==> config.mk <==
export PLATFORM = sky130hd
export DESIGN_NAME = serial_flash_command_sequencer
export DESIGN_NICKNAME = d
export VERILOG_FILES = /design/src/rtl/sfcs_pkg.sv /design/src/rtl/serial_flash_command_sequencer.sv /design/src/rtl/sfcs_step.sv
export SDC_FILE = /design/constraint.sdc
export NUM_CORES = 1
export LEC_CHECK = 0
export BUFFER_PORTS_ARGS = -buffer_cell sky130_fd_sc_hd__buf_4
export CORE_MARGIN = 2
export CORE_UTILIZATION = 42
export DETAILED_ROUTE_END_ITERATION = 16
export PLACE_DENSITY = 0.73
export RECOVER_POWER = 50
export SYNTH_ARGS = -nofsm -noshare
export SYNTH_HDL_FRONTEND = slang
export SYNTH_SLANG_ARGS = --single-unit
==> constraint.sdc <==
create_clock -name clk -period 12.58 [get_ports clk]
set_clock_uncertainty 0.15 [all_clocks]
set_input_delay 1.258 -clock clk [delete_from_list [all_inputs] [get_ports clk]]
set_output_delay 1.258 -clock clk [all_outputs]
set_load 0.05 [all_outputs]
==> src/rtl/sfcs_pkg.sv <==
// ----------------------------------------------------------------------------
// sfcs_pkg
// Types and command constants shared by the serial flash command sequencer.
// ----------------------------------------------------------------------------
package sfcs_pkg;

  localparam int unsigned SECTOR_BYTES = 4096;
  localparam int unsigned PAGE_BYTES   = 256;
  localparam int unsigned SECTOR_BITS  = $clog2(SECTOR_BYTES);

  localparam logic [16:0] BLOCK_BYTES_C  = 17'h10000;
  localparam logic [16:0] SECTOR_BYTES_C = 17'(SECTOR_BYTES);
  localparam logic [16:0] PAGE_BYTES_C   = 17'(PAGE_BYTES);
  localparam logic [25:0] ERASE_MAX_C    = 26'h1FFF000;

  // Flash command bytes
  localparam logic [7:0] CMD_READ        = 8'h03;
  localparam logic [7:0] CMD_PAGE_PROG   = 8'h02;
  localparam logic [7:0] CMD_WRITE_EN    = 8'h06;
  localparam logic [7:0] CMD_SECTOR_ERS  = 8'h20;
  localparam logic [7:0] CMD_BLOCK_ERS   = 8'hD8;
  localparam logic [7:0] CMD_CHIP_ERS    = 8'hC7;
  localparam logic [7:0] CMD_READ_STATUS = 8'h05;
  localparam logic [7:0] CMD_NONE        = 8'h00;

  // Input word function codes
  localparam logic FUNC_START = 1'b0;
  localparam logic FUNC_DONE  = 1'b1;

  // Operation kinds of a start word
  localparam logic [1:0] KIND_READ  = 2'd0;
  localparam logic [1:0] KIND_PROG  = 2'd1;
  localparam logic [1:0] KIND_ERASE = 2'd2;
  localparam logic [1:0] KIND_CHIP  = 2'd3;

  // Configuration register indexes
  localparam logic CFG_MAX_READ_CHUNK = 1'b0;
  localparam logic CFG_SMALL_ERASE_OK = 1'b1;

  typedef enum logic [2:0] {
    MODE_IDLE  = 3'd0,
    MODE_READ  = 3'd1,
    MODE_PROG  = 3'd2,
    MODE_ERASE = 3'd3,
    MODE_CHIP  = 3'd4
  } mode_t;

  typedef enum logic [3:0] {
    ST_ZERO     = 4'd0,
    ST_READCMD  = 4'd1,
    ST_READDATA = 4'd2,
    ST_WREN     = 4'd3,
    ST_CMD      = 4'd4,
    ST_WDATA    = 4'd5,
    ST_STATUS   = 4'd6
  } step_t;

  typedef enum logic [2:0] {
    SEG_OPCODE   = 3'd0,
    SEG_OPADDR   = 3'd1,
    SEG_RDATA    = 3'd2,
    SEG_WDATA    = 3'd3,
    SEG_STATUS   = 3'd4,
    SEG_FINISHED = 3'd5
  } seg_kind_t;

  typedef struct packed {
    mode_t       mode;
    step_t       stp;
    logic [23:0] cur_address;
    logic [24:0] bytes_left;
    logic [23:0] data_offset;
    logic [16:0] chunk_bytes;
  } state_t;

  typedef struct packed {
    logic        func;
    logic [1:0]  op_kind;
    logic [23:0] start_address;
    logic [24:0] byte_length;
    logic [7:0]  status_byte;
  } item_t;

  typedef struct packed {
    seg_kind_t   seg_kind;
    logic [7:0]  opcode;
    logic [23:0] seg_address;
    logic [15:0] seg_count;
    logic [23:0] buffer_offset;
    logic        release_select;
  } seg_t;

  typedef struct packed {
    logic [15:0] max_read_chunk;
    logic        small_erase_ok;
  } cfg_t;

endpackage

==> src/rtl/serial_flash_command_sequencer.sv <==
// ----------------------------------------------------------------------------
// serial_flash_command_sequencer
// Serial NOR flash operation sequencer: at most one bus segment per input word.
// ----------------------------------------------------------------------------
// Each accepted input word is held in the input register; its segment is
//   registered in the segment register and then presented on out_*.
// Throughput: one word per cycle; the input register and the segment register
//   both advance in the same cycle unless out_stall holds a segment.
// Reset (rst_n low, synchronous): sequencer idle, registers at 65535 / 1,
//   pipeline empty.
module serial_flash_command_sequencer (
  input  logic        clk,
  input  logic        rst_n,

  input  logic        in_valid,
  output logic        in_stall,
  input  logic        in_func,
  input  logic [1:0]  in_op_kind,
  input  logic [23:0] in_start_address,
  input  logic [24:0] in_byte_length,
  input  logic [7:0]  in_status_byte,

  output logic        out_valid,
  input  logic        out_stall,
  output logic [2:0]  out_seg_kind,
  output logic [7:0]  out_opcode,
  output logic [23:0] out_seg_address,
  output logic [15:0] out_seg_count,
  output logic [23:0] out_buffer_offset,
  output logic        out_release_select,

  input  logic        cfg_valid,
  output logic        cfg_ready,
  input  logic        cfg_index,
  input  logic [15:0] cfg_data
);
  import sfcs_pkg::*;

  state_t state_r;
  state_t state_nxt;
  cfg_t   cfg_r;
  logic   in_vld_r;
  item_t  item_r;
  logic   out_vld_r;
  logic   out_vld_nxt;
  seg_t   seg_r;
  seg_t   seg_nxt;
  logic   seg_vld;
  logic   adv;

  sfcs_step u_step (
    .st      (state_r),
    .item    (item_r),
    .cfg     (cfg_r),
    .st_nxt  (state_nxt),
    .seg_vld (seg_vld),
    .seg     (seg_nxt)
  );

  // advance the held word when the segment register is free or being drained
  assign adv         = in_vld_r && (!out_vld_r || !out_stall);
  assign in_stall    = in_vld_r && !adv;
  assign out_vld_nxt = adv ? seg_vld : (out_vld_r && out_stall);
  assign cfg_ready   = 1'b1;

  always_ff @(posedge clk) begin
    if (!rst_n) begin
      in_vld_r  <= 1'b0;
      out_vld_r <= 1'b0;
      state_r   <= '{mode: MODE_IDLE, stp: ST_ZERO, default: '0};
      cfg_r     <= '{max_read_chunk: 16'hFFFF, small_erase_ok: 1'b1};
    end else begin
      if (!in_stall) begin
        in_vld_r <= in_valid;
      end
      out_vld_r <= out_vld_nxt;
      if (adv) begin
        state_r <= state_nxt;
      end
      if (cfg_valid && cfg_ready) begin
        case (cfg_index)
          CFG_MAX_READ_CHUNK: cfg_r.max_read_chunk <= cfg_data;
          CFG_SMALL_ERASE_OK: cfg_r.small_erase_ok <= cfg_data[0];
          default: ;
        endcase
      end
    end
  end

  always_ff @(posedge clk) begin
    if (!in_stall) begin
      item_r <= '{func: in_func, op_kind: in_op_kind, start_address: in_start_address,
                  byte_length: in_byte_length, status_byte: in_status_byte};
    end
    if (adv && seg_vld) begin
      seg_r <= seg_nxt;
    end
  end

  assign out_valid          = out_vld_r;
  assign out_seg_kind       = seg_r.seg_kind;
  assign out_opcode         = seg_r.opcode;
  assign out_seg_address    = seg_r.seg_address;
  assign out_seg_count      = seg_r.seg_count;
  assign out_buffer_offset  = seg_r.buffer_offset;
  assign out_release_select = seg_r.release_select;

endmodule

==> src/rtl/sfcs_step.sv <==
// ----------------------------------------------------------------------------
// sfcs_step
// Next sequencer state and the next bus segment for one input word.
// ----------------------------------------------------------------------------
module sfcs_step (
  input  sfcs_pkg::state_t st,
  input  sfcs_pkg::item_t  item,
  input  sfcs_pkg::cfg_t   cfg,
  output sfcs_pkg::state_t st_nxt,
  output logic             seg_vld,
  output sfcs_pkg::seg_t   seg
);
  import sfcs_pkg::*;

  logic [15:0] lim;
  logic [24:0] bl_dec;
  logic [24:0] rn_bl;
  logic [16:0] rn_chunk;
  logic [16:0] page_chunk;
  logic        use_sector;
  logic [25:0] ers_total;
  logic [25:0] ers_len;
  logic [23:0] addr_adv;
  logic [23:0] off_adv;

  always_comb begin
    lim = (cfg.max_read_chunk == '0) ? 16'd1 : cfg.max_read_chunk;
    bl_dec = ({8'd0, st.chunk_bytes} >= st.bytes_left) ? '0
           : st.bytes_left - {8'd0, st.chunk_bytes};
    rn_bl = (st.stp == ST_READDATA) ? bl_dec : st.bytes_left;
    rn_chunk = (rn_bl < {9'd0, lim}) ? rn_bl[16:0] : {1'b0, lim};
    page_chunk = (st.bytes_left < {8'd0, PAGE_BYTES_C}) ? st.bytes_left[16:0]
               : PAGE_BYTES_C;
    use_sector = cfg.small_erase_ok &&
                 ((st.cur_address[15:0] != '0) ||
                  (st.bytes_left < {8'd0, BLOCK_BYTES_C}));
    // round the erase range out to whole sectors, saturate
    ers_total = {1'b0, item.byte_length}
              + {14'd0, item.start_address[SECTOR_BITS-1:0]}
              + 26'(SECTOR_BYTES - 1);
    ers_total[SECTOR_BITS-1:0] = '0;
    ers_len = (ers_total > ERASE_MAX_C) ? ERASE_MAX_C : ers_total;
    addr_adv = st.cur_address + st.chunk_bytes[23:0];
    off_adv  = st.data_offset + st.chunk_bytes[23:0];
  end

  always_comb begin
    st_nxt  = st;
    seg_vld = 1'b0;
    seg     = '{seg_kind: SEG_FINISHED, opcode: CMD_NONE, seg_address: '0,
                seg_count: '0, buffer_offset: '0, release_select: 1'b1};

    if (item.func == FUNC_START) begin
      if (st.mode == MODE_IDLE) begin
        seg_vld              = 1'b1;
        st_nxt.cur_address   = item.start_address;
        st_nxt.data_offset   = '0;
        st_nxt.chunk_bytes   = '0;
        st_nxt.bytes_left    = item.byte_length;
        case (item.op_kind)
          KIND_READ: begin
            if (item.byte_length == '0) begin
              st_nxt.mode = MODE_IDLE;
              st_nxt.stp  = ST_ZERO;
            end else begin
              st_nxt.mode = MODE_READ;
              st_nxt.stp  = ST_READCMD;
              seg.seg_kind       = SEG_OPADDR;
              seg.opcode         = CMD_READ;
              seg.seg_address    = item.start_address;
              seg.release_select = 1'b0;
            end
          end
          KIND_PROG, KIND_ERASE: begin
            if (item.op_kind == KIND_ERASE) begin
              st_nxt.cur_address = {item.start_address[23:SECTOR_BITS],
                                    {SECTOR_BITS{1'b0}}};
              st_nxt.bytes_left  = ers_len[24:0];
            end
            if (st_nxt.bytes_left == '0) begin
              st_nxt.mode = MODE_IDLE;
              st_nxt.stp  = ST_ZERO;
            end else begin
              st_nxt.mode  = (item.op_kind == KIND_ERASE) ? MODE_ERASE : MODE_PROG;
              st_nxt.stp   = ST_WREN;
              seg.seg_kind = SEG_OPCODE;
              seg.opcode   = CMD_WRITE_EN;
            end
          end
          default: begin
            st_nxt.mode       = MODE_CHIP;
            st_nxt.bytes_left = '0;
            st_nxt.stp        = ST_WREN;
            seg.seg_kind      = SEG_OPCODE;
            seg.opcode        = CMD_WRITE_EN;
          end
        endcase
      end
    end else if (st.mode != MODE_IDLE) begin
      seg_vld = 1'b1;
      case (st.stp)
        ST_READCMD, ST_READDATA: begin
          if (st.stp == ST_READDATA) begin
            st_nxt.data_offset = off_adv;
            st_nxt.bytes_left  = bl_dec;
          end
          if (rn_bl == '0) begin
            st_nxt.mode = MODE_IDLE;
            st_nxt.stp  = ST_ZERO;
          end else begin
            st_nxt.chunk_bytes = rn_chunk;
            st_nxt.stp         = ST_READDATA;
            seg.seg_kind       = SEG_RDATA;
            seg.seg_count      = rn_chunk[15:0];
            seg.buffer_offset  = st_nxt.data_offset;
            seg.release_select = 1'b0;
          end
        end
        ST_WREN: begin
          st_nxt.stp = ST_CMD;
          case (st.mode)
            MODE_PROG: begin
              seg.seg_kind    = SEG_OPADDR;
              seg.opcode      = CMD_PAGE_PROG;
              seg.seg_address = st.cur_address;
            end
            MODE_ERASE: begin
              st_nxt.chunk_bytes = use_sector ? SECTOR_BYTES_C : BLOCK_BYTES_C;
              seg.seg_kind       = SEG_OPADDR;
              seg.opcode         = use_sector ? CMD_SECTOR_ERS : CMD_BLOCK_ERS;
              seg.seg_address    = st.cur_address;
            end
            default: begin
              seg.seg_kind = SEG_OPCODE;
              seg.opcode   = CMD_CHIP_ERS;
            end
          endcase
        end
        ST_CMD, ST_WDATA: begin
          if (st.stp == ST_CMD && st.mode == MODE_PROG) begin
            st_nxt.chunk_bytes = page_chunk;
            st_nxt.stp         = ST_WDATA;
            seg.seg_kind       = SEG_WDATA;
            seg.seg_count      = page_chunk[15:0];
            seg.buffer_offset  = st.data_offset;
          end else begin
            st_nxt.stp    = ST_STATUS;
            seg.seg_kind  = SEG_STATUS;
            seg.opcode    = CMD_READ_STATUS;
            seg.seg_count = 16'd1;
          end
        end
        ST_STATUS: begin
          if (item.status_byte[0]) begin
            // still busy: poll again
            seg.seg_kind  = SEG_STATUS;
            seg.opcode    = CMD_READ_STATUS;
            seg.seg_count = 16'd1;
          end else if (st.mode == MODE_CHIP) begin
            st_nxt.mode = MODE_IDLE;
            st_nxt.stp  = ST_ZERO;
          end else begin
            st_nxt.cur_address = addr_adv;
            if (st.mode == MODE_PROG) begin
              st_nxt.data_offset = off_adv;
            end
            st_nxt.bytes_left = bl_dec;
            if (bl_dec == '0) begin
              st_nxt.mode = MODE_IDLE;
              st_nxt.stp  = ST_ZERO;
            end else begin
              st_nxt.stp   = ST_WREN;
              seg.seg_kind = SEG_OPCODE;
              seg.opcode   = CMD_WRITE_EN;
            end
          end
        end
        default: begin
          st_nxt.mode = MODE_IDLE;
          st_nxt.stp  = ST_ZERO;
        end
      endcase
    end
  end

endmodule
=== After elaboration in Yosys (flattened, before gate mapping) ===
Cells that the tools add are included.

* Register bits after elaboration: 245
* Logic and storage cells: 163

* Add/subtract/negate cells: 3
* Order comparisons: 5
* Eq/ne operators: 27
* Muxes and demuxes: 71
* Bitwise logic cells: 1
* Reduce and logical (&&, ||, !) cells: 35

{| class="wikitable"
|+ Operators with widths
! kind !! count
|-
| $mux W97 || 3
|-
| $mux W49 || 5
|-
| $mux W24 || 6
|-
| $mux W35 || 3
|-
| $mux W17 || 6
|-
| $logic_not A25 Y1 || 4
|-
| $pmux W49 S2 || 1
|-
| $mux W80 || 1
|-
| $mux W76 || 1
|-
| $mux W25 || 3
|-
| $pmux W17 S3 || 1
|-
| $pmux W25 S2 || 1
|-
| $pmux W16 S3 || 1
|-
| $pmux W24 S2 || 1
|-
| $mux W11 || 4
|-
| $mux W41 || 1
|-
| $mux W37 || 1
|-
| $mux W16 || 2
|-
| $reduce_and A7 Y1 || 4
|-
| $add A25 B12 Y26 || 1
|-
| $add A26 B12 Y26 const B || 1
|-
| $gt A26 B25 Y1 const B || 1
|-
| $ge A17 B25 Y1 || 1
|-
| $lt A25 B16 Y1 || 1
|-
| other kinds (45) || 88
|}

=== Logic depth before layout (Yosys ltp) ===
Gate-level depths: netlist of run 1.

* Depth after elaboration: 13
* Depth in mapped cells: 23
* Gate-level depth less buffers: 21

=== Hierarchy ===
From an unflattened synthesis of run 1, not the netlist that was laid out.

* Cells, all modules: 1,703
* Area total of the unflattened synthesis: 15,492.4 um^2

{| class="wikitable"
|+ Modules (own cells, without submodules)
! module !! instances !! cells an instance !! area each (um^2)
|-
| serial_flash_command_sequencer || 1 || 645 || 8,742.1
|-
| sfcs_step || 1 || 1,058 || 6,750.2
|}

=== Worst setup path after synthesis of run 1 ===
Ideal clock, no wire load.

* Path type: in2reg
* From: in out_stall
* To: reg state_r[12] (netlist bit)
* Arrival time: 5,300 ps
* Data required time: 12,340 ps
* Setup slack: 7,040 ps
* Stages on the path: 8
* Buffers on the path: 3
* Cell sequence: nand2_1 and3_1 clkbuf_1 o21ai_0 or4_1 buf_4 buf_6 o221ai_1

* Word-level cells in the longest chain between the ends: 4

{| class="wikitable"
|+ Ends and longest elaborated chain
! what !! RTL line !! text
|-
| from (decl) || serial_flash_command_sequencer.sv:24 || <nowiki>input logic out_stall,</nowiki>
|-
| $logic_not A1 Y1 || serial_flash_command_sequencer.sv:61 || <nowiki>assign adv = in_vld_r && (!out_vld_r || !out_stall);</nowiki>
|-
| $logic_or A1 B1 Y1 || serial_flash_command_sequencer.sv:61 ||
|-
| $logic_and A1 B1 Y1 || serial_flash_command_sequencer.sv:61 ||
|-
| $reduce_and A7 Y1 (no line) || n/a ||
|-
| to (signal assigned) || serial_flash_command_sequencer.sv:78 || <nowiki>state_r <= state_nxt;</nowiki>
|-
| to (decl) || serial_flash_command_sequencer.sv:39 || <nowiki>state_t state_r;</nowiki>
|}

No other way between the ends.
A chain may end at the register's enable or synchronous reset.

=== Worst setup path after layout of run 1 ===
* From: reg state_r[47] (netlist bit)
* To: reg seg_r, in the netlist out_seg_count[8] (data pin)

* Word-level cells in the longest chain between the ends: 7

{| class="wikitable"
|+ Ends and longest elaborated chain
! what !! RTL line !! text
|-
| $sub A25 B17 Y25 / $ge A17 B25 Y1 (equally long branches) || sfcs_step.sv:29, sfcs_step.sv:28 ||
|-
| $mux W25 || sfcs_step.sv:28 || <nowiki>bl_dec = ({8'd0, st.chunk_bytes} >= st.bytes_left) ? '0</nowiki>
|-
| $mux W25 || sfcs_step.sv:30 || <nowiki>rn_bl = (st.stp == ST_READDATA) ? bl_dec : st.bytes_left;</nowiki>
|-
| $lt A25 B16 Y1 || sfcs_step.sv:31 || <nowiki>rn_chunk = (rn_bl < {9'd0, lim}) ? rn_bl[16:0] : {1'b0, lim};</nowiki>
|-
| $mux W17 || sfcs_step.sv:31 ||
|-
| $mux W41 || sfcs_step.sv:107 || <nowiki>if (rn_bl == '0) begin</nowiki>
|-
| $pmux W16 S3 (*) || sfcs_step.sv:101 || <nowiki>case (st.stp)</nowiki>
|-
| to (signal assigned) || serial_flash_command_sequencer.sv:96 || <nowiki>seg_r <= seg_nxt;</nowiki>
|-
| to (decl) || serial_flash_command_sequencer.sv:46 || <nowiki>seg_t seg_r;</nowiki>
|}

Mark *: on every way between the ends. The rest lies on a longest branch, timed or not.

==> results_dict.tcl, run 1 <==
set metrics [dict create \
    hold_depth 1 \
    ys_async_sr_fraction_pct 0 \
    grt_use_total_pct 22.7 \
    hold_viol_final 0 \
    drc_errors 0 \
    via_per_inst 5.91 \
    reg2reg_depth 18 \
    dieArea_um2 32900 \
    synth-seq-cells 242 \
    rsz0062_at_grt "false" \
    slew_viol_final 97 \
    dp_cells 1918 \
    post_drt_wl_per_cell_um 19.4 \
    fillers 2893 \
    syn_area_um2 13200 \
    synth_enable_flop_cells 127 \
    synth_cells 1445 \
    ant_nets 0 \
    nNetsFinal 1693 \
    clkTransAtPathRegs_ns 0.07 \
    reg2reg_slack_ns 5.42 \
    cap_violations 2 \
    utilization_pct 49.6 \
    clockBufferDepth 3 \
    grt_overflow 0 \
    path_buf_inv 0 \
    min_from "state_r[20]" \
    synth_largest_area_cell "edfxtp_1" \
    crit_fanout 18 \
    min_path_type "reg -> reg" \
    worstPathCellList "ha_1 -> a21oi_1 -> o21ai_0 -> a21o_1 -> o31ai_4 -> nor2_1 -> a22o_1 -> ha_1 -> a21oi_1 -> o21ai_0 -> a311oi_1 -> o211ai_1 -> a21o_1 -> o2111a_1 -> o211ai_1 -> nand4b_1 -> mux2i_1 -> o22ai_1" \
    fin_cells 1966 \
    finalCritPeriodShare_pct 56.9 \
    status "finished, violations left" \
    synth_top_area_share_pct 28.9 \
    cp_top_family "compound AO/OA/AOI/OAI gates" \
    drt_iter0_markers 1047 \
    post_cts_buffers 0 \
    violations "capacitance limit, slew limit" \
    ctsResizeCount 0 \
    arrival_ns 7.24 \
    synth_most_common_cell "nand2_1" \
    worst_ep_required_time_ns 12.67 \
    fin_setup_tns_ns 0 \
    synthesis.nets 1588 \
    clock_latency_ns 0.56 \
    clock.fmax_mhz 140 \
    start_util_pct 43.0 \
    std_cell_rows 64 \
    end_kind "register" \
    syn2layout_area_growth_pct 15.3 \
    via_count 11625 \
    slew-limit-headroom_pct -91.3 \
    synth.avg_cell_area_um2 9.15 \
    coreArea_um2 30700 \
    synth.area.top_cells "edfxtp_1 29%, dfxtp_1 17%, ha_1 5.7%, nand2_1 4.5%, a21oi_1 3.8%" \
    crit_type "reg -> reg" \
    min_to "state_r[20]" \
    diodes 0 \
    ys.warnings.count 0 \
    grt_max_degree 56 \
    die_w_um 181 \
    htree_levels 1 \
    routed_wl_um 38200 \
    gp_congestion 0.985 \
    crit-reg2reg-capture "out_seg_count[8]" \
    grt_pass1_vias 11223 \
    power.leakage_nw 5.92 \
    critPathLaunchType "register" \
    antenna_found_initial 0 \
    clkSinkCount 242 \
    rr_startpoint "state_r[47]" \
    cts-buffers-inserted 26 \
    ys_types 85 \
    grt_pass1_wl_um 60900 \
    cpMaxStageDelayCell "nand4b_1" \
    ys_top_cells_by_count "160 x nand2_1, 127 x edfxtp_1, 115 x dfxtp_1, 110 x nor2_1, 101 x a21oi_1" \
    dp_hpwl_um 27900 \
    io_buffers 152 \
    cts_root_buf "clkbuf_16" \
    setup_violations 0 \
    cts_tree "done" \
    yosysSeqAreaShare_pct 46.3 \
    min_period_ns 7.16 \
    die_height_um 181 \
    power.density_nw_per_um2 144 \
    drt_first_pass_iters 6 \
    cts_hold_buf 0 \
    worstMarginPinSlew_ns 2.87 \
    synth-main-ff-cell "edfxtp_1" \
    drive_gt1_share_pct 9.49 \
    ir_worst_vdd_uv 113 \
    cpPeakStageDelay_ns 0.90 \
    io_pins 161 \
]
-- worst max-delay path by stage --
stage / start / to / slack [ns] / cells past startpoint
4_1_cts: state_r[47] / out_seg_count[8] / 5.54 / 18
2_1_floorplan: out_stall / state_r[12] / 7.04 / 8
3_5_place_dp: state_r[47] / out_seg_count[8] / 5.56 / 18
6_report: state_r[47] / out_seg_count[8] / 5.42 / 18
3_3_place_gp: state_r[47] / out_seg_count[8] / 5.66 / 18
5_1_grt: state_r[47] / out_seg_count[8] / 5.14 / 18
-- through the flow --
stage          hold WS, ns  total power [mW]  area [µm²]  setup slack (ns)
2_1_floorplan        0.271              1.22       13200              7.04
3_3_place_gp         0.283              1.37       14600              5.66
3_5_place_dp         0.286              1.38       14600              5.56
4_1_cts              0.305              2.21       15500              5.54
5_1_grt              0.314              2.28       15200              5.14
6_report             0.300              2.20       15200              5.42
-- final cells by class --
cell class                 count  area, µm²  share of cell area, %
clock buffer                  31        689                   4.52
multi-input combinational   1018       6380                   41.9
clock inverter                17        256                   1.68
inverter                      98        368                   2.41
sequential                   242       6120                   40.1
timing repair buffer         164        935                   6.13
tap                          396        495                   3.25
-- registers in the layout, summed over array words and instances (netlist names), 3 cells and up --
register / cells
out_seg_count: 16
cfg_r: 17
state_r: 96
out_buffer_offset: 24
out_seg_kind: 3
out_seg_address: 24
out_opcode: 6
item_r: 53
-- metal layers --
metal / track usage [%] / share of wire (%)
met4: 5.89 / 2.6
met3: 3.89 / 7.9
met1: 31.2 / 44
met2: 37.3 / 46
met5: 0 / 0
-- layout by cell type (no fill, tap or decap), types with 21 or more instances in the layout --
cell type / count
nand3_1: 34
nor2_1: 110
dfxtp_1: 115
inv_1: 97
ha_1: 60
nand2_1: 160
o21ai_0: 88
clkbuf_1: 82
nor3_1: 32
edfxtp_1: 127
nor4_1: 24
clkbuf_4: 51
a21oi_1: 101
o211ai_1: 40
nand4_1: 21
clkbuf_16: 26
and2_1: 55
buf_4: 34
-- cell families after synthesis --
logic type / Yosys count / synth area share, %
AND/OR/NAND/NOR: 505 / 18.6
AO/OA/AOI/OAI: 418 / 21.4
flip-flops: 242 / 46.3
buffers and inverters: 185 / 5.49
adder cells (fa/ha/maj): 61 / 5.83
multiplexers: 18 / 1.37
XOR/XNOR: 15 / 0.994
other: 1 / 0.0284
-- worst reg2reg max path, cell delays in order, from the launching register on --
cell	delay [ns]
dfxtp_1	0.51
ha_1	0.41
a21oi_1	0.33
o21ai_0	0.28
a21o_1	0.31
o31ai_4	0.81
nor2_1	0.32
a22o_1	0.31
ha_1	0.33
a21oi_1	0.13
o21ai_0	0.14
a311oi_1	0.28
o211ai_1	0.15
a21o_1	0.18
o2111a_1	0.22
o211ai_1	0.18
nand4b_1	0.90
mux2i_1	0.75
o22ai_1	0.17
-- power by group --
part,switching (mW),total (mW),leakage (nW),internal [mW]
clock,0.337,0.838,0.462,0.501
combinational,0.322,0.475,3.29,0.154
sequential,0.0283,0.888,2.17,0.859
total,0.687,2.20,5.92,1.51
No activity file was read; power rests on OpenSTA's default activity.
==> run 2, diff against run 1 <==
==> constraint.sdc (replaced) <==
create_clock -name clk -period 6.85 [get_ports clk]
set_clock_uncertainty 0.15 [all_clocks]
set_input_delay 0.685 -clock clk [delete_from_list [all_inputs] [get_ports clk]]
set_output_delay 0.685 -clock clk [all_outputs]
set_load 0.05 [all_outputs]
==> run 2 against run 1 <==
  * The run still ends with capacitance limit, slew limit left
  * Routed wire length rose by 0.74%
  * Sequential share of layout area fell by 0.20 points
  * Combinational power rose by 87%
  * Sequential power rose by 84%
  * Non-clock buffer count rose by 14
  * Setup slack got worse by 4.7 ns
==> results_dict.tcl, run 2 (synthesis gave the netlist of run 1 again) <==
set metrics [dict create \
    status "finished, violations left" \
    violations "capacitance limit, slew limit" \
    cts_root_buf "clkbuf_16" \
    slew-limit-headroom_pct -90.7 \
    clock.fmax_mhz 162 \
    critPathLaunchType "register" \
    nNetsFinal 1708 \
    p_total_mw 4.03 \
    ctsResizeCount 0 \
    syn2layout_area_growth_pct 15.9 \
    grt_use_total_pct 22.8 \
    post_drt_wl_per_cell_um 19.4 \
    grt_busiest_layer "met2" \
    coreArea_um2 30700 \
    hold_viol_final 0 \
    worstMarginPinSlew_ns 2.86 \
    drt_first_pass_iters 6 \
    reg_top3 "state_r: 96 flops, item_r: 53 flops" \
    arrival_ns 6.27 \
    dp_hpwl_um 28300 \
    cp_common_cell "o21ai_0" \
    power.leakage_nw 5.96 \
    grt_pass1_wl_um 60400 \
    power_frac_comb_pct 22.1 \
    die_w_um 181 \
    worstPathCellList "inv_1 -> ha_1 -> a21oi_1 -> o21ai_0 -> a21o_1 -> o31ai_4 -> nor2_1 -> a22o_1 -> ha_1 -> a21oi_1 -> o21ai_0 -> a311oi_1 -> o211ai_1 -> a21o_1 -> o2111a_1 -> o211ai_1 -> nand4b_1 -> buf_4 -> mux2i_1 -> o21ai_0" \
    largest_register_ffs 96 \
    grt_util_met3_pct 4.39 \
    drive_gt1_share_pct 9.84 \
    ff_latch_area_um2 6120 \
    grt_overflow 0 \
    clkSinkCount 242 \
    use_met1_pct 31.5 \
    p_int_mw 2.77 \
    top_register "state_r" \
    std_cell_rows 64 \
    fin_cells 1982 \
    slew_viol_final 97 \
    diodes 0 \
    cts_hold_buf 0 \
    clock_latency_ns 0.56 \
    io_pins 161 \
    gp_congestion 0.936 \
    dp_cells 1932 \
    post_cts_buffers 0 \
    crit_type "reg -> reg" \
    worst_ep_required_time_ns 6.97 \
    io_buffers 152 \
    cpMaxStageDelayCell "o31ai_4" \
    p_sw_share_pct 31.3 \
    grt_max_degree 81 \
    cpPeakStageDelay_ns 0.82 \
    fillers 2909 \
    htree_levels 1 \
    cap_violations 2 \
    setup_violations 0 \
    die_height_um 181 \
    grt_use_met2_pct 36.0 \
    cts_tree "done" \
    crit_fanout 18 \
    via_per_inst 5.90 \
    antenna_found_initial 0 \
    drc_errors 0 \
    clockBufferDepth 3 \
    grt_pass1_vias 11040 \
    end_kind "register" \
    fin_setup_tns_ns 0 \
    cts-buffers-inserted 27 \
    power_switching_mw 1.26 \
    pwr-share-clk_pct 37.6 \
    mostFrequentLayoutCell "nand2_1" \
    min_path_type "in -> reg" \
    pwr-share-seq_pct 40.3 \
    start_util_pct 43.0 \
    final_cell_mix "160 x nand2_1, 127 x edfxtp_1, 115 x dfxtp_1" \
    rsz0062_at_grt "false" \
    ant_nets 0 \
    drt_iter0_markers 1014 \
    multiInputGateArea_um2 6390 \
    dieArea_um2 32900 \
    via_count 11686 \
    ir_worst_vdd_uv 183 \
    min_period_ns 6.16 \
    power.density_nw_per_um2 263 \
    routed_wl_um 38400 \
    finalCritPeriodShare_pct 89.9 \
    whs_ns 0.173 \
    clkTransAtPathRegs_ns 0.07 \
]
run 2: changes by cell type in the layout (fill, tap and decap cells not counted), sizes merged:
cell / delta
buf: +9
inv: -1
clkbuf: +7
clkinvlp: +2
bufinv: -1
run 2: power groups by stage:
stage / clock (mW) / sequential [mW] / combinational, mW
2_1_floorplan: 0 / 1.69 / 0.558
3_3_place_gp: 0 / 1.66 / 0.878
3_5_place_dp: 0 / 1.66 / 0.887
4_1_cts: 1.54 / 1.63 / 0.891
5_1_grt: 1.60 / 1.63 / 0.961
6_report: 1.52 / 1.63 / 0.890
run 2: per-stage QoR:
stage          worst slack [ns]  util (%)  cell area [µm²]
3_3_place_gp              0.925      47.8            14700
4_1_cts                   0.774      50.9            15600
6_report                  0.691      49.8            15300
3_5_place_dp              0.822      47.8            14700
2_1_floorplan              1.44         -            13200
5_1_grt                   0.350      49.8            15300
run 2: worst paths after layout:
path	start	end	slack [ns]	cells after the start
worst max-delay path	state_r[6]	out_seg_count[6]	0.69	20
worst min-delay path	in_byte_length[23]	item_r[31]	0.17	1
worst max register to register	state_r[6]	out_seg_count[6]	0.69	20
worst min register to register	state_r[19]	state_r[19]	0.30	1
run 2: area by class of cell:
type                       count  area share, %
clock inverter                17           1.38
clock buffer                  33           4.70
inverter                      98           2.40
timing repair buffer         178           6.67
sequential                   242           39.9
tap                          396           3.23
multi-input combinational   1018           41.7
run 2: layer usage:
metal / part of all wire [%] / vias to the layer above
met5: 0 / -
met1: 44 / 5548
met2: 45 / 512
met3: 8.1 / 78
li1: - / 5548
met4: 3.2 / 0
run 2: critical path: cells and delay by family, from the launching register on:
family | cells | cell delay, ns
buffers and inverters | 2 | 0.41
adders and majority gates | 2 | 0.74
AOI/OAI and AO/OA | 13 | 3.44
muxes | 1 | 0.28
and+or+nand+nor | 2 | 0.48
DFF | 1 | 0.34
==> run 3, diff against run 2 <==
--- a/config.mk
+++ b/config.mk
@@ -6,10 +6,10 @@
 export NUM_CORES = 1
 export LEC_CHECK = 0
 export BUFFER_PORTS_ARGS = -buffer_cell sky130_fd_sc_hd__buf_4
-export CORE_MARGIN = 2
-export CORE_UTILIZATION = 42
+export CORE_MARGIN = 1.5
+export CORE_UTILIZATION = 55
 export DETAILED_ROUTE_END_ITERATION = 16
-export PLACE_DENSITY = 0.73
+export PLACE_DENSITY = 0.76
 export RECOVER_POWER = 50
 export SYNTH_ARGS = -nofsm -noshare
 export SYNTH_HDL_FRONTEND = slang
==> run 3 against run 2 <==
  * The run still ends with capacitance limit, slew limit left
  * Largest cell class unchanged
  * Count of clock-buffer cells in the layout unchanged
  * Clock power down 12%
  * Hold slack gained 0.014 ns
  * Critical path type unchanged
  * Highest routed layer unchanged
  * Power down 4.6%
  * Setup slack better by 0.38 ns
  * Global-route usage rose by 6.1 points
==> results_dict.tcl, run 3 (synthesis gave the netlist of run 1 again) <==
set metrics [dict create \
    status "finished, violations left" \
    violations "capacitance limit, slew limit" \
    dp_hpwl_um 26400 \
    coreArea_um2 23500 \
    crit_fanout 16 \
    whs_ns 0.186 \
    placed_cell_area_um2 14500 \
    routed_wl_um 36300 \
    fillers 2053 \
    final_cell_mix "160 x nand2_1, 127 x edfxtp_1, 115 x dfxtp_1" \
    final.setup.worst_slack_ns 1.07 \
    clockBufferDepth 3 \
    grt_pass1_vias 10637 \
    post_drt_wl_per_cell_um 19.2 \
    critPathLaunchType "register" \
    post-place-ws_ns 1.19 \
    cap_violations 2 \
    ctsResizeCount 0 \
    end_kind "register" \
    cts_tree "done" \
    std_cell_rows 56 \
    io_buffers 152 \
    min_path_type "in -> reg" \
    via_count 11434 \
    clkSinkCount 242 \
    ir_worst_vdd_uv 214 \
    clock.fmax_mhz 173 \
    antenna_found_initial 0 \
    worstMarginPinSlew_ns 2.88 \
    fin_cells 1892 \
    power.density_nw_per_um2 256 \
    hold_viol_final 0 \
    clock_latency_ns 0.54 \
    drt_first_pass_iters 7 \
    postLayoutCellArea_um2 15000 \
    grt_overflow 0 \
    cts-buffers-inserted 25 \
    reg_top3 "state_r: 96 flops, item_r: 53 flops" \
    slew-limit-headroom_pct -92.0 \
    worst_ep_required_time_ns 6.96 \
    gp_congestion 0.960 \
    via_per_inst 6.04 \
    setup_violations 0 \
    io_pins 161 \
    top_register "state_r" \
    grt_max_degree 81 \
    die_w_um 158 \
    drt_iter0_markers 1050 \
    ff_latch_area_um2 6120 \
    rsz0062_at_grt "false" \
    diodes 0 \
    syn2layout_area_growth_pct 13.9 \
    finalCritPeriodShare_pct 84.3 \
    cts_root_buf "clkbuf_16" \
    post_cts_buffers 0 \
    power.leakage_nw 5.87 \
    largest_register_ffs 96 \
    min_period_ns 5.78 \
    htree_levels 1 \
    clkTransAtPathRegs_ns 0.07 \
    cts_hold_buf 0 \
    slew_viol_final 98 \
    p_total_mw 3.85 \
    grt_pass1_wl_um 56500 \
    utilization_pct 63.9 \
    nNetsFinal 1697 \
    crit_type "reg -> reg" \
    arrival_ns 5.89 \
    multiInputGateArea_um2 6390 \
    ant_nets 0 \
    fin_setup_tns_ns 0 \
    drc_errors 0 \
    start_util_pct 56.1 \
    drive_gt1_share_pct 9.35 \
    mostFrequentLayoutCell "nand2_1" \
    die_height_um 158 \
    grt_use_total_pct 28.9 \
    dieArea_um2 25000 \
    dp_cells 1846 \
]
## run 3: cell count changes in the layout (fill, tap and decap cells not counted), moves of 2 or more
cell	previous run	this run
buf_4	43	35
clkbuf_8	0	5
bufinv_16	4	1
clkbuf_16	28	25
clkinvlp_4	3	0
and2_0	1	3
and2_1	54	52
clkbuf_1	89	87
clkinv_2	4	6
clkinv_4	1	3
## run 3: path summary, 6_finish.rpt
path,start,end,slack [ns],cells past startpoint
max,state_r[41],out_seg_count[12],1.07,22
min,in_start_address[1],item_r[34],0.19,1
max reg2reg,state_r[41],out_seg_count[12],1.07,22
min reg2reg,state_r[37],state_r[37],0.30,1
## run 3: power breakdown
group          leakage (nW)  switching [mW]  internal, mW
sequential             2.17          0.0489          1.58
combinational          3.29           0.592         0.287
clock                 0.410           0.574         0.769
## run 3: layer usage
metal	GRT usage (%)	up-vias	routed length, µm
li1	-	5536	-
met1	40.2	5356	16000
met2	46.2	468	16400
met3	3.61	74	2450
met4	11.0	0	1340
met5	0	-	0
## run 3: worst max-delay path, stage by stage (launching register included)
cell	delay, ns
dfxtp_1	0.43
inv_1	0.10
ha_1	0.19
inv_1	0.07
fa_1	0.42
a211oi_1	0.29
o21ai_1	0.21
a31oi_1	0.44
o21ai_0	0.17
xnor2_1	0.32
a22o_1	0.25
ha_1	0.27
a21oi_1	0.12
o21ai_0	0.13
a311oi_1	0.27
o211ai_1	0.13
a21o_1	0.18
o2111a_1	0.23
o211ai_1	0.17
nand4b_1	0.12
buf_4	0.27
mux2i_1	0.44
nor2_1	0.09
## run 3: final cells by class
cell class                 instances  share of cell area, %
clock buffer                      33                   4.69
sequential                       242                   40.6
timing repair buffer             169                   6.34
tap                              319                   2.65
multi-input combinational       1018                   42.5
clock inverter                    13                  0.757
inverter                          98                   2.44
